--- src/design/ipac_pkg.sv ---
package ipac_pkg;

  localparam logic [7:0] CH_ZERO    = 8'd48;
  localparam logic [7:0] CH_NINE    = 8'd57;
  localparam logic [7:0] CH_DOT     = 8'd46;
  localparam logic [7:0] CH_COLON   = 8'd58;
  localparam logic [7:0] CH_UPPER_A = 8'd65;
  localparam logic [7:0] CH_UPPER_F = 8'd70;
  localparam logic [7:0] CH_LOWER_A = 8'd97;
  localparam logic [7:0] CH_LOWER_F = 8'd102;

  localparam int unsigned GROUP_W   = 9;
  localparam logic [GROUP_W-1:0] GROUP_MAX = 9'd255;
  localparam logic [GROUP_W-1:0] GROUP_SAT = 9'd256;

  localparam logic [2:0] DOTS_SAT   = 3'd7;
  localparam logic [2:0] DOTS_V4    = 3'd3;
  localparam logic [2:0] HEX_MAX    = 3'd4;
  localparam logic [3:0] COLONS_SAT = 4'd15;
  localparam logic [3:0] COLONS_MIN = 4'd2;
  localparam logic [3:0] COLONS_ALL = 4'd7;

  typedef enum logic [1:0] {
    KIND_INVALID = 2'd0,
    KIND_IPV4    = 2'd1,
    KIND_IPV6    = 2'd2
  } kind_t;

  typedef struct packed {
    logic fatal;   // dotted side hit an error while still in dotted form
    logic left;    // dotted side bailed out on a colon or hex letter
    logic ok;      // four well-formed groups so far
  } v4_status_t;

  typedef struct packed {
    logic err;     // hex side failed or a dot was seen
    logic ok;      // colon count and double colon rule satisfied
  } v6_status_t;

  function automatic logic is_dec(input logic [7:0] c);
    is_dec = (c >= CH_ZERO) && (c <= CH_NINE);
  endfunction

  function automatic logic is_hex_letter(input logic [7:0] c);
    is_hex_letter = ((c >= CH_UPPER_A) && (c <= CH_UPPER_F)) ||
                    ((c >= CH_LOWER_A) && (c <= CH_LOWER_F));
  endfunction

endpackage

--- src/design/ip_address_classifier.sv ---
// ip_address_classifier
// Input channel (in_valid/in_ready): one ASCII character per transaction on
// in_ch, with in_last high on the final character of an address string.
// Result channel (out_valid/out_ready): one transaction per string, carrying
// out_address_kind = 0 invalid, 1 IPv4, 2 IPv6. Characters with in_last low
// produce no result.
// A final character passes from the character register through the two
// recognizers' combinational update into the result register. Throughput: one
// character per cycle unless a final character waits behind a stalled result.
// Reset (rst_n low, synchronous) empties both registers and clears the
// recognizer state; that state is cleared again after every final character.
// When the receiver stalls, the result holds in the output register; non-final
// characters keep flowing, and a second final character waits in the
// character register, dropping in_ready until the result is taken.
module ip_address_classifier (
  input  logic       clk,
  input  logic       rst_n,
  input  logic       in_valid,
  output logic       in_ready,
  input  logic [7:0] in_ch,
  input  logic       in_last,
  output logic       out_valid,
  input  logic       out_ready,
  output logic [1:0] out_address_kind
);
  import ipac_pkg::*;

  logic       s1_valid_r, s1_valid_nxt;
  logic [7:0] s1_ch_r;
  logic       s1_last_r;
  logic       s1_go;
  logic       out_valid_r, out_valid_nxt;
  kind_t      out_kind_r, kind_nxt;
  v4_status_t v4_st;
  v6_status_t v6_st;

  assign s1_go    = s1_valid_r && (!s1_last_r || !out_valid_r || out_ready);
  assign in_ready = !s1_valid_r || s1_go;

  ipac_v4 u_v4 (
    .clk     (clk),
    .rst_n   (rst_n),
    .step_en (s1_go),
    .clr     (s1_last_r),
    .ch      (s1_ch_r),
    .status  (v4_st)
  );

  ipac_v6 u_v6 (
    .clk     (clk),
    .rst_n   (rst_n),
    .step_en (s1_go),
    .clr     (s1_last_r),
    .ch      (s1_ch_r),
    .status  (v6_st)
  );

  always_comb begin
    if (v4_st.fatal) begin
      kind_nxt = KIND_INVALID;
    end else if (!v4_st.left) begin
      kind_nxt = v4_st.ok ? KIND_IPV4 : KIND_INVALID;
    end else begin
      kind_nxt = (!v6_st.err && v6_st.ok) ? KIND_IPV6 : KIND_INVALID;
    end
  end

  always_comb begin
    s1_valid_nxt = s1_valid_r;
    if (in_valid && in_ready) begin
      s1_valid_nxt = 1'b1;
    end else if (s1_go) begin
      s1_valid_nxt = 1'b0;
    end
    out_valid_nxt = out_valid_r;
    if (s1_go && s1_last_r) begin
      out_valid_nxt = 1'b1;
    end else if (out_ready) begin
      out_valid_nxt = 1'b0;
    end
  end

  always_ff @(posedge clk) begin
    if (!rst_n) begin
      s1_valid_r  <= 1'b0;
      out_valid_r <= 1'b0;
    end else begin
      s1_valid_r  <= s1_valid_nxt;
      out_valid_r <= out_valid_nxt;
    end
  end

  always_ff @(posedge clk) begin
    if (in_valid && in_ready) begin
      s1_ch_r   <= in_ch;
      s1_last_r <= in_last;
    end
    if (s1_go && s1_last_r) begin
      out_kind_r <= kind_nxt;
    end
  end

  assign out_valid        = out_valid_r;
  assign out_address_kind = out_kind_r;

`ifndef NO_ASSERTIONS
  a_result_follows_last: assert property (@(posedge clk) disable iff (!rst_n)
    (s1_go && s1_last_r) |=> out_valid_r)
    else $error("final character did not produce a result");

  a_stall_cause: assert property (@(posedge clk) disable iff (!rst_n)
    !in_ready |-> (s1_valid_r && s1_last_r && out_valid_r && !out_ready))
    else $error("input stalled without a blocked final character");

  a_kind_legal: assert property (@(posedge clk) disable iff (!rst_n)
    out_valid_r |-> (out_kind_r == KIND_INVALID || out_kind_r == KIND_IPV4 ||
                     out_kind_r == KIND_IPV6))
    else $error("result register holds an unused kind code");
`endif

endmodule

--- src/design/ipac_v4.sv ---
module ipac_v4 (
  input  logic                   clk,
  input  logic                   rst_n,
  input  logic                   step_en,
  input  logic                   clr,
  input  logic [7:0]             ch,
  output ipac_pkg::v4_status_t   status
);
  import ipac_pkg::*;

  logic [GROUP_W-1:0] group_value_r, group_value_nxt;
  logic [2:0]         dot_count_r, dot_count_nxt;
  logic               group_has_digit_r, group_has_digit_nxt;
  logic               left_r, left_nxt;
  logic               fatal_r, fatal_nxt;
  logic [11:0]        gv_ext;
  logic [11:0]        gv_mac;

  assign gv_ext = 12'(group_value_r);
  assign gv_mac = (gv_ext << 3) + (gv_ext << 1) + 12'(ch - CH_ZERO);

  always_comb begin
    group_value_nxt     = group_value_r;
    dot_count_nxt       = dot_count_r;
    group_has_digit_nxt = group_has_digit_r;
    left_nxt            = left_r;
    fatal_nxt           = fatal_r;
    if (!left_r && !fatal_r) begin
      if (is_dec(ch)) begin
        group_value_nxt     = (gv_mac > 12'(GROUP_SAT)) ? GROUP_SAT : gv_mac[GROUP_W-1:0];
        group_has_digit_nxt = 1'b1;
      end else if (ch == CH_DOT) begin
        if (!group_has_digit_r || group_value_r > GROUP_MAX) begin
          fatal_nxt = 1'b1;
        end else begin
          group_value_nxt     = '0;
          group_has_digit_nxt = 1'b0;
          if (dot_count_r < DOTS_SAT) begin
            dot_count_nxt = dot_count_r + 3'd1;
          end
        end
      end else if (ch == CH_COLON || is_hex_letter(ch)) begin
        left_nxt = 1'b1;
      end else begin
        fatal_nxt = 1'b1;
      end
    end
  end

  assign status.fatal = fatal_nxt;
  assign status.left  = left_nxt;
  assign status.ok    = (dot_count_nxt == DOTS_V4) && group_has_digit_nxt &&
                        (group_value_nxt <= GROUP_MAX);

  always_ff @(posedge clk) begin
    if (!rst_n || (step_en && clr)) begin
      group_value_r     <= '0;
      dot_count_r       <= '0;
      group_has_digit_r <= 1'b0;
      left_r            <= 1'b0;
      fatal_r           <= 1'b0;
    end else if (step_en) begin
      group_value_r     <= group_value_nxt;
      dot_count_r       <= dot_count_nxt;
      group_has_digit_r <= group_has_digit_nxt;
      left_r            <= left_nxt;
      fatal_r           <= fatal_nxt;
    end
  end

endmodule

--- src/design/ipac_v6.sv ---
module ipac_v6 (
  input  logic                   clk,
  input  logic                   rst_n,
  input  logic                   step_en,
  input  logic                   clr,
  input  logic [7:0]             ch,
  output ipac_pkg::v6_status_t   status
);
  import ipac_pkg::*;

  logic [2:0] hex_digit_count_r, hex_digit_count_nxt;
  logic [3:0] colon_count_r, colon_count_nxt;
  logic       prev_was_colon_r, prev_was_colon_nxt;
  logic       double_colon_seen_r, double_colon_seen_nxt;
  logic       hex_error_r, hex_error_nxt;
  logic       dot_seen_r, dot_seen_nxt;

  always_comb begin
    hex_digit_count_nxt   = hex_digit_count_r;
    colon_count_nxt       = colon_count_r;
    prev_was_colon_nxt    = prev_was_colon_r;
    double_colon_seen_nxt = double_colon_seen_r;
    hex_error_nxt         = hex_error_r;
    dot_seen_nxt          = dot_seen_r;
    if (!hex_error_r && !dot_seen_r) begin
      if (ch == CH_COLON) begin
        if (prev_was_colon_r && double_colon_seen_r) begin
          hex_error_nxt = 1'b1;  // second double colon, count left alone
        end else begin
          if (prev_was_colon_r) begin
            double_colon_seen_nxt = 1'b1;
          end else begin
            hex_digit_count_nxt = '0;
            prev_was_colon_nxt  = 1'b1;
          end
          if (colon_count_r < COLONS_SAT) begin
            colon_count_nxt = colon_count_r + 4'd1;
          end
        end
      end else if (is_dec(ch) || is_hex_letter(ch)) begin
        prev_was_colon_nxt  = 1'b0;
        hex_digit_count_nxt = hex_digit_count_r + 3'd1;
        if (hex_digit_count_r >= HEX_MAX) begin
          hex_error_nxt = 1'b1;
        end
      end else if (ch == CH_DOT) begin
        dot_seen_nxt = 1'b1;
      end else begin
        hex_error_nxt = 1'b1;
      end
    end
  end

  assign status.err = hex_error_nxt || dot_seen_nxt;
  assign status.ok  = ((colon_count_nxt >= COLONS_MIN) && (colon_count_nxt < COLONS_ALL) &&
                       double_colon_seen_nxt) ||
                      ((colon_count_nxt == COLONS_ALL) && !double_colon_seen_nxt);

  always_ff @(posedge clk) begin
    if (!rst_n || (step_en && clr)) begin
      hex_digit_count_r   <= '0;
      colon_count_r       <= '0;
      prev_was_colon_r    <= 1'b0;
      double_colon_seen_r <= 1'b0;
      hex_error_r         <= 1'b0;
      dot_seen_r          <= 1'b0;
    end else if (step_en) begin
      hex_digit_count_r   <= hex_digit_count_nxt;
      colon_count_r       <= colon_count_nxt;
      prev_was_colon_r    <= prev_was_colon_nxt;
      double_colon_seen_r <= double_colon_seen_nxt;
      hex_error_r         <= hex_error_nxt;
      dot_seen_r          <= dot_seen_nxt;
    end
  end

endmodule
--- config.mk ---
export PLATFORM = sky130hd
export DESIGN_NAME = ip_address_classifier
export DESIGN_NICKNAME = d
export VERILOG_FILES = /design/src/design/ipac_pkg.sv /design/src/design/ip_address_classifier.sv /design/src/design/ipac_v4.sv /design/src/design/ipac_v6.sv
export SDC_FILE = /design/constraint.sdc
export NUM_CORES = 1
export LEC_CHECK = 0
export BUFFER_PORTS_ARGS = -buffer_cell sky130_fd_sc_hd__buf_2
export CAP_MARGIN = 20
export CORE_MARGIN = 4
export CORE_UTILIZATION = 50
export DETAILED_ROUTE_END_ITERATION = 7
export PLACE_DENSITY = 0.68
export SYNTH_ARGS = -nofsm -noshare
export SYNTH_HDL_FRONTEND = slang
export SYNTH_SLANG_ARGS = --single-unit
--- constraint.sdc ---
create_clock -name clk -period 5 [get_ports clk]
set_input_delay 1.5 -clock clk [delete_from_list [all_inputs] [get_ports clk]]
set_output_delay 1.5 -clock clk [all_outputs]
set_load 0.1 [all_outputs]
== After elaboration in Yosys (flattened, before gate mapping) ==
Cells that the tools add are included.
Storage, ports and cells
  memory bits (writable): 0
  output and inout bits: 4
  input port bits: 13
  memory bits (read-only): 0
  bits in registers: 39
  latch bits: 0
  logic and storage cells: 138
  memories: 0
Cells by class
  reductions and logical operators: 41
  bitwise operators: 0
  div/mod/pow operators: 0
  shift operators: 0
  add/subtract/negate cells: 6
  equality and inequality tests: 6
  mux-type cells: 55
  multipliers: 0
  magnitude comparators: 14
Operators by type and width (count)
  9-bit 2-to-1 mux: 5
  1-bit 2-to-1 mux: 35
  3-bit 2-to-1 mux: 9
  8-bit by 6-bit == test with 1-bit output, second input constant: 2
  8-bit by 7-bit >= comparator with 1-bit output, second input constant: 2
  8-bit by 7-bit <= comparator with 1-bit output, second input constant: 2
  4-bit 2-to-1 mux: 4
  1-bit logical AND: 15
  12-bit by 10-bit adder with 12-bit output: 1
  12-bit adder: 1
  12-bit by 9-bit > comparator with 1-bit output, second input constant: 1
  1-bit logical NOT: 11
  1-bit logical OR: 10
  9-bit by 8-bit > comparator with 1-bit output, second input constant: 1
  9-bit by 8-bit <= comparator with 1-bit output, second input constant: 1
  8-bit by 6-bit subtractor with 9-bit output, second input constant: 1
  8-bit by 6-bit >= comparator with 1-bit output, second input constant: 1
  8-bit by 6-bit <= comparator with 1-bit output, second input constant: 1
  3-bit by 1-bit adder with 3-bit output, second input constant: 2
  2-bit nonzero test: 3
  5-bit AND reduction: 1
  4-bit by 1-bit adder with 4-bit output, second input constant: 1
  4-bit by 3-bit == test with 1-bit output, second input constant: 1
  4-bit by 2-bit >= comparator with 1-bit output, second input constant: 1
  8 further kinds: 10

== Depth between registers and ports, before layout ==
Gate-level depths: netlist (run 1).
  depth in word-level cells: 12
  mapped depth: 12
  gate-level depth less buffers: 12

== Hierarchy ==
A second synthesis (run 1) with hierarchy kept.
Second synthesis, totals
  cell total of the unflattened synthesis: 324
  area total of the unflattened synthesis: 2892.8 um^2
By module, submodules not included
  ipac_v4: seq. area each 300.3 um^2, instances 1, cells an instance 204, area each 1659.1 um^2
  ipac_v6: seq. area each 220.2 um^2, instances 1, cells an instance 95, area each 768.2 um^2
  ip_address_classifier: seq. area each 370.4 um^2, instances 1, cells an instance 25, area each 465.4 um^2

== Least setup slack after synthesis (run 1) ==
Ideal clock, no wire load.
  path kind: in2out
  start: input out_ready
  end: output in_ready
  stages on the path: 2
  arrival: 2.517 ns
  required time: 3.500 ns
  slack: 0.984 ns
  buffers on the path: 0
  cell sequence: nor2b_1 -> nand3_1
On the way
  cells in the longest elaborated chain, start to end: 3
RTL lines
  start, declared: RTL line ip_address_classifier.sv:23  | input logic out_ready,
  1-bit logical OR: RTL line ip_address_classifier.sv:37  | assign s1_go = s1_valid_r && (!s1_last_r || !out_valid_r || out_ready);
  1-bit logical AND: RTL line ip_address_classifier.sv:37
  1-bit logical OR: RTL line ip_address_classifier.sv:38  | assign in_ready = !s1_valid_r || s1_go;
  end, declared: RTL line ip_address_classifier.sv:19  | output logic in_ready,
Every way passes these cells.

== Final worst setup path (run 1) ==
  start: register s1_ch_r[4]
  end: register u_v4.group_value_r[3]
On the way
  cells in the longest elaborated chain, start to end: 6
  elaborated cells between the ends (all ways): 11
  classes of those cells: add/sub: 2; order compare: 3; eq/ne: 1; mux: 4; reduce/logical: 1
RTL lines
  start, declared: RTL line ip_address_classifier.sv:29  | logic [7:0] s1_ch_r;
  start signal, assigned: RTL line ip_address_classifier.sv:95  | s1_ch_r <= in_ch;
  8-bit by 6-bit subtractor with 9-bit output: RTL line ipac_v4.sv:20  | assign gv_mac = (gv_ext << 3) + (gv_ext << 1) + 12'(ch - CH_ZERO);
  12-bit adder: RTL line ipac_v4.sv:20
  12-bit by 9-bit > comparator with 1-bit output: RTL line ipac_v4.sv:30  | group_value_nxt = (gv_mac > 12'(GROUP_SAT)) ? GROUP_SAT : gv_mac[GROUP_W-1:0];
  9-bit 2-to-1 mux: RTL line ipac_v4.sv:30
  9-bit 2-to-1 mux *: RTL line ipac_v4.sv:29  | if (is_dec(ch)) begin
  9-bit 2-to-1 mux *: RTL line ipac_v4.sv:28  | if (!left_r && !fatal_r) begin
  end signal, assigned: RTL line ipac_v4.sv:63  | group_value_r <= group_value_nxt;
  end, declared: RTL line ipac_v4.sv:11  | logic [GROUP_W-1:0] group_value_r, group_value_nxt;
Every way passes the cells marked *; elsewhere a longest branch is shown, timed or not.
A chain may end at the register's enable or synchronous reset.

==> metrics, run 1 <==
routed vias 2258; post-route antenna net violation count 0; Die Span Y 81.45 microns; sequential fraction of design power 0.494; RePlAce Congestion 0.8534; reg2reg end u_v4.group_value_r[3]$_SDFFE_PP0P_; final hold vios 0; reg2reg start s1_ch_r[4]$_DFFE_PP_; Clock Path Buffers 2; post-synth top area share 0.2078; fin cells 387; via count of the first global-routing pass 2161; Worst Tran Pin Value 0.8800 ns; RSZ-0062 raised after global routing no; fillcell total 460; crit path DAT 4.17 ns; row cnt 26; global route overflow 0; flops & latches, synth 39; die area 6634 sq um; total power 0.6954 mW; combinational share of power 0.123; first-pass GRT wire length 9956 microns; FMAX 251.3 MHz; Post-synth EDFFs 11; fin nets 356; min-delay src u_v6.hex_digit_count_r[1]$_SDFFE_PP0P_; ranking of synthesized cells by area dfxtp_1 (21%), edfxtp_1 (12%), ha_1 (8.8%); outcome finished clean; drt wl/cell 14.50 microns; maximum vdd drop 180.7 uV; register-to-register setup slack 1.02 ns; final setup fails 0; CTS clk-pin slew, worst paths 0.08 ns; Synth Area per Inst 9.113 sq um; DIE WIDTH 81.45 microns; reg2reg path depth 10; H-tree levels 2; synth cell count leaders dfxtp_1 (28), inv_1 (27), nand2_1 (27), nor2_1 (23), ha_1 (19); Net Sw Power 0.1836 mW; WHS 0.4566 ns; FFs w/ async S/R, synth 0; P per Cell Area 235.2 nW/um^2; critical path class flop to flop; most common cell in the netlist dfxtp_1; Setup crit end u_v4.group_value_r[3]$_SDFFE_PP0P_; CTS tree yes; share of cells above drive strength 1 0.1199; clk_lat worst skew 0.30 ns; Synthesized Nets 336; Top Ports 17; clock network power share 0.382; ANT cells 0; PortBufs 16; Slew headroom 0.4106; Setup TNS 0 ns; Req. time, crit path 5.19 ns; Setup crit start s1_ch_r[4]$_DFFE_PP_; worst min-delay path class flop to flop; initial antenna violation count 0; Most used DFF post-synth dfxtp_1; final-report max-slew violation count 0; Starting Density 0.5215; largest net degree at the start of global routing 20; Mapped Cells 296; DR DRC count 0; CORE AREA 5172 sq um; DP HPWL 4252 microns; synth-to-layout area growth 9.601%; Root Driver clkbuf_8; leakage power 1.174 nW; fin crit share 0.7958; Clock Skews 0.005824 ns; sequential-to-total area share from yosys stat 0.3302; Placed Cells 379; Synth Warn # 0; CTS Hold Bufs 0; Int Power 0.5117 mW; Pre-antenna DRT Iters 4; Vias/cell 5.835; clk sink count 39; Synth cell types 61; worst-path maximum fanout 10; sw frac 0.2641; Synth Cell Area 2698 sq um; All-Layer GR Usage 0.1914; post-synth top area cell dfxtp_1; Min Clock Period, post-route 3.979 ns; CP Capture Type flop; Num CTS Buffers 5; PostCTS Resize Cnt 0; Post-CTS Setup Bufs 0; max-cap violations 0; initial DRC count 94; WL final 5611 microns; Worst setup SP type flop
[critical path, cell delays in order, from the launching register on]
cell and delay (ns):
edfxtp_1 0.48, ha_1 0.32, nor3_1 0.61, fa_1 0.53, ha_1 0.25, nor3_1 0.22
o21ai_0 0.11, a31oi_1 0.20, xor2_1 0.17, nand4_1 0.48, o41ai_1 0.50
[metal layers]
metal	vias up	GRT usage	routed length, microns
li1	1139	-	-
met1	1077	0.2634	2792
met2	38	0.3046	2564
met3	4	0.04715	211
met4	0	0.04054	42
met5	-	0	0
[sequential cells by signal (all words and copies together) (netlist names)]
register and cells:
u_v6.hex_digit_count_r 3, u_v6.hex_error_r 1, u_v4.dot_count_r 3, out_valid 1, u_v4.group_value_r 9, u_v6.dot_seen_r 1
s1_last_r 1, u_v4.fatal_r 1, s1_valid_r 1, u_v4.left_r 1, u_v6.colon_count_r 4, s1_ch_r 8
out_address_kind 2, u_v4.group_has_digit_r 1, u_v6.double_colon_seen_r 1, u_v6.prev_was_colon_r 1
[cells by family after synthesis]
family / Yosys count / synth area share
flops: 39 / 0.3302
buf+inv: 31 / 0.04824
xor+xnor: 13 / 0.04221
mux: 2 / 0.007421
simple gates: 103 / 0.2055
fa+ha+maj: 27 / 0.1475
compound gates: 81 / 0.2189
[power groups by stage]
stage          registers, mW  clock network [mW]  logic, mW
3_5_place_dp           0.351                   0     0.0850
6_report               0.344               0.266     0.0857
3_3_place_gp           0.351                   0     0.0843
4_1_cts                0.344               0.272     0.0856
5_1_grt                0.346               0.284     0.0971
2_1_floorplan          0.353                   0     0.0592
[worst min-delay path by stage]
stage / end / slack [ns] / cells after the start
after floorplan: u_v4.group_value_r[3]$_SDFFE_PP0P_ / 0.42 / 2
after global routing: u_v6.hex_digit_count_r[1]$_SDFFE_PP0P_ / 0.49 / 2
after detailed placement: u_v4.group_value_r[4]$_SDFFE_PP0P_ / 0.45 / 2
final: u_v6.hex_digit_count_r[1]$_SDFFE_PP0P_ / 0.46 / 2
after CTS: u_v4.group_value_r[4]$_SDFFE_PP0P_ / 0.47 / 2
after global placement: u_v4.group_value_r[4]$_SDFFE_PP0P_ / 0.43 / 2
[stage by stage]
stage / worst slack, ns / instance area (sq um) / utilization
floorplan: 0.9835 / 2698 / -
global placement: 1.171 / 2844 / 0.5498
detailed placement: 1.026 / 2844 / 0.5498
CTS: 1.022 / 2957 / 0.5716
global route: 0.5532 / 2957 / 0.5716
finish: 1.021 / 2957 / 0.5716
[final cells by class]
type / instances / area (sq um) / share of cell area
clock buffers: 5 / 68.82 / 0.02328
multi-input cells: 226 / 1677 / 0.5671
clock inverters: 3 / 43.79 / 0.01481
repair buffers: 17 / 87.58 / 0.02962
well taps: 70 / 87.58 / 0.02962
inverters: 27 / 101.3 / 0.03428
flip-flops and latches: 39 / 890.9 / 0.3013
[placed cells by master (no fill, tap or decap), types with 4 or more instances in the layout]
cell / instances
a311oi_1: 4
nor2_1: 23
a211oi_1: 5
ha_1: 19
inv_1: 27
nand2_1: 27
a21oi_1: 15
buf_2: 16
xor2_1: 8
o41ai_1: 8
nor3_1: 9
o21ai_0: 11
clkbuf_8: 5
xnor2_1: 5
fa_1: 8
dfxtp_1: 28
nand3_1: 10
edfxtp_1: 11
nor2b_1: 7
(Power assumes the default switching activity.)
==> run 2, diff against run 1 <==
Settings changed: PLACE_DENSITY 0.68 to 0.7.
Clock period 5 ns to 3.3 ns, I/O delays scaled along.
==> run 2 against run 1 <==
  * Final area grew 6.1%
  * Clock-buffer cell count up 2
  * Sequential share of layout area fell by 1.7 points
  * Largest cell class unchanged
==> metrics, run 2 (same netlist as run 1, synthesis figures left out) <==
fin nets 366; setup ws final 0.08913 ns; commonest non-fill, non-tap cell in the layout dfxtp_1; Vias/cell 5.683; row cnt 26; share of cells above drive strength 1 0.1927; total power 1.027 mW; met1 wire length 2795 microns; Min Clock Period, post-route 3.211 ns; post-route antenna net violation count 0; drt wl/cell 14.63 microns; final instance area 3138 sq um; routed vias 2256; final-report max-slew violation count 0; via count of the first global-routing pass 2050; All-Layer GR Usage 0.1834; CP Capture Type flop; CORE AREA 5172 sq um; Area after DPL 2909 sq um; routed wl met3 213 microns; Slew headroom 0.4502; maximum vdd drop 273.2 uV; final hold vios 0; Top Ports 17; critical path class flop to flop; biggest regs u_v4.group_value_r: 9 flops, s1_ch_r: 8 flops, u_v6.colon_count_r: 4 flops; final setup fails 0; initial antenna violation count 0; first-pass GRT wire length 9556 microns; global route overflow 0; CTS tree yes; outcome finished clean; worst-path maximum fanout 10; PortBufs 16; crit path DAT 3.23 ns; Clock Path Buffers 2; DR DRC count 0; max reg flops 9; Pre-antenna DRT Iters 4; largest net degree at the start of global routing 20; RePlAce Congestion 0.8261; WL final 5807 microns; fillcell total 440; Num CTS Buffers 5; Worst Tran Pin Value 0.8209 ns; DIE WIDTH 81.45 microns; CTS Hold Bufs 0; Die Span Y 81.45 microns; worst min-delay path class flop to flop; synth-to-layout area growth 16.33%; clk_lat worst skew 0.29 ns; initial DRC count 138; DP Worst Slack 0.02821 ns; CTS clk-pin slew, worst paths 0.08 ns; clk sink count 39; DP HPWL 4318 microns; fin util 0.6067; P per Cell Area 327.1 nW/um^2; max-cap violations 0; die area 6634 sq um; ANT cells 0; leakage power 1.250 nW; max layer used met4; fin crit share 0.9730; Starting Density 0.5215; Clock Skews 0.01185 ns; Req. time, crit path 3.32 ns; Root Driver clkbuf_8; commonest non-fill, non-tap cells in the layout dfxtp_1 (28), nand2_1 (27), inv_1 (27); Worst setup SP type flop; Most flops, register u_v4.group_value_r; routed length on met2 2749 microns; H-tree levels 2; FMAX 311.4 MHz
[run 2: per-layer routing]
layer	track usage	vias to the layer above
li1	-	1149
met1	0.2616	1052
met2	0.2899	50
met3	0.03289	5
met4	0.04054	0
met5	0	-
[run 2: worst paths after layout]
check                           cells after the start                                      to  slack [ns]                                    from
worst max-delay path                               13       out_address_kind[0]$_SDFFCE_PP0P_        0.09                    s1_ch_r[4]$_DFFE_PP_
worst min-delay path                                2  u_v6.hex_digit_count_r[1]$_SDFFE_PP0P_        0.46  u_v6.hex_digit_count_r[1]$_SDFFE_PP0P_
worst max register to register                     13       out_address_kind[0]$_SDFFCE_PP0P_        0.09                    s1_ch_r[4]$_DFFE_PP_
worst min register to register                      2  u_v6.hex_digit_count_r[1]$_SDFFE_PP0P_        0.46  u_v6.hex_digit_count_r[1]$_SDFFE_PP0P_
[run 2: what timing repair did]
item / in CTS / in global routing
endpoints found under the setup margin: 0 / 10
endpoints found under the hold margin: 0 / 0
setup buffers: 0 / 2
resized for setup: 0 / 21
[run 2: cell type report]
class                      instances  area (sq um)  share of cell area
tap                               70         87.58             0.02791
sequential                        39         890.9              0.2839
inverter                          27         101.3             0.03230
timing repair buffer              27         166.4             0.05303
multi-input combinational        226          1788              0.5698
clock buffer                       7         96.34             0.03070
clock inverter                     1         7.507            0.002392
[run 2: critical path, stage by stage, from the launching register on]
cell and delay (ns):
edfxtp_1 0.42, inv_1 0.11, ha_1 0.30, inv_1 0.05, fa_1 0.53, inv_1 0.05
ha_2 0.32, a21o_1 0.20, a21oi_2 0.18, a211oi_2 0.11, or3_1 0.32, nand4_1 0.12
buf_6 0.17, nor4_1 0.07
[run 2: metrics by stage]
step / TNS (ns) / hold WS, ns / instances
global route: -0.3554 / 0.4889 / 397
floorplan: 0 / 0.4198 / 296
CTS: 0 / 0.4646 / 395
detailed placement: 0 / 0.4538 / 387
finish: 0 / 0.4608 / 397
global placement: 0 / 0.4325 / 387
[run 2: power breakdown]
| group | switching (mW) | internal (mW) | leakage (nW) | total, mW |
|---|---|---|---|---|
| combinational | 0.0970 | 0.0605 | 0.866 | 0.158 |
| clock | 0.161 | 0.190 | 0.0505 | 0.351 |
| sequential | 0.0139 | 0.504 | 0.333 | 0.518 |
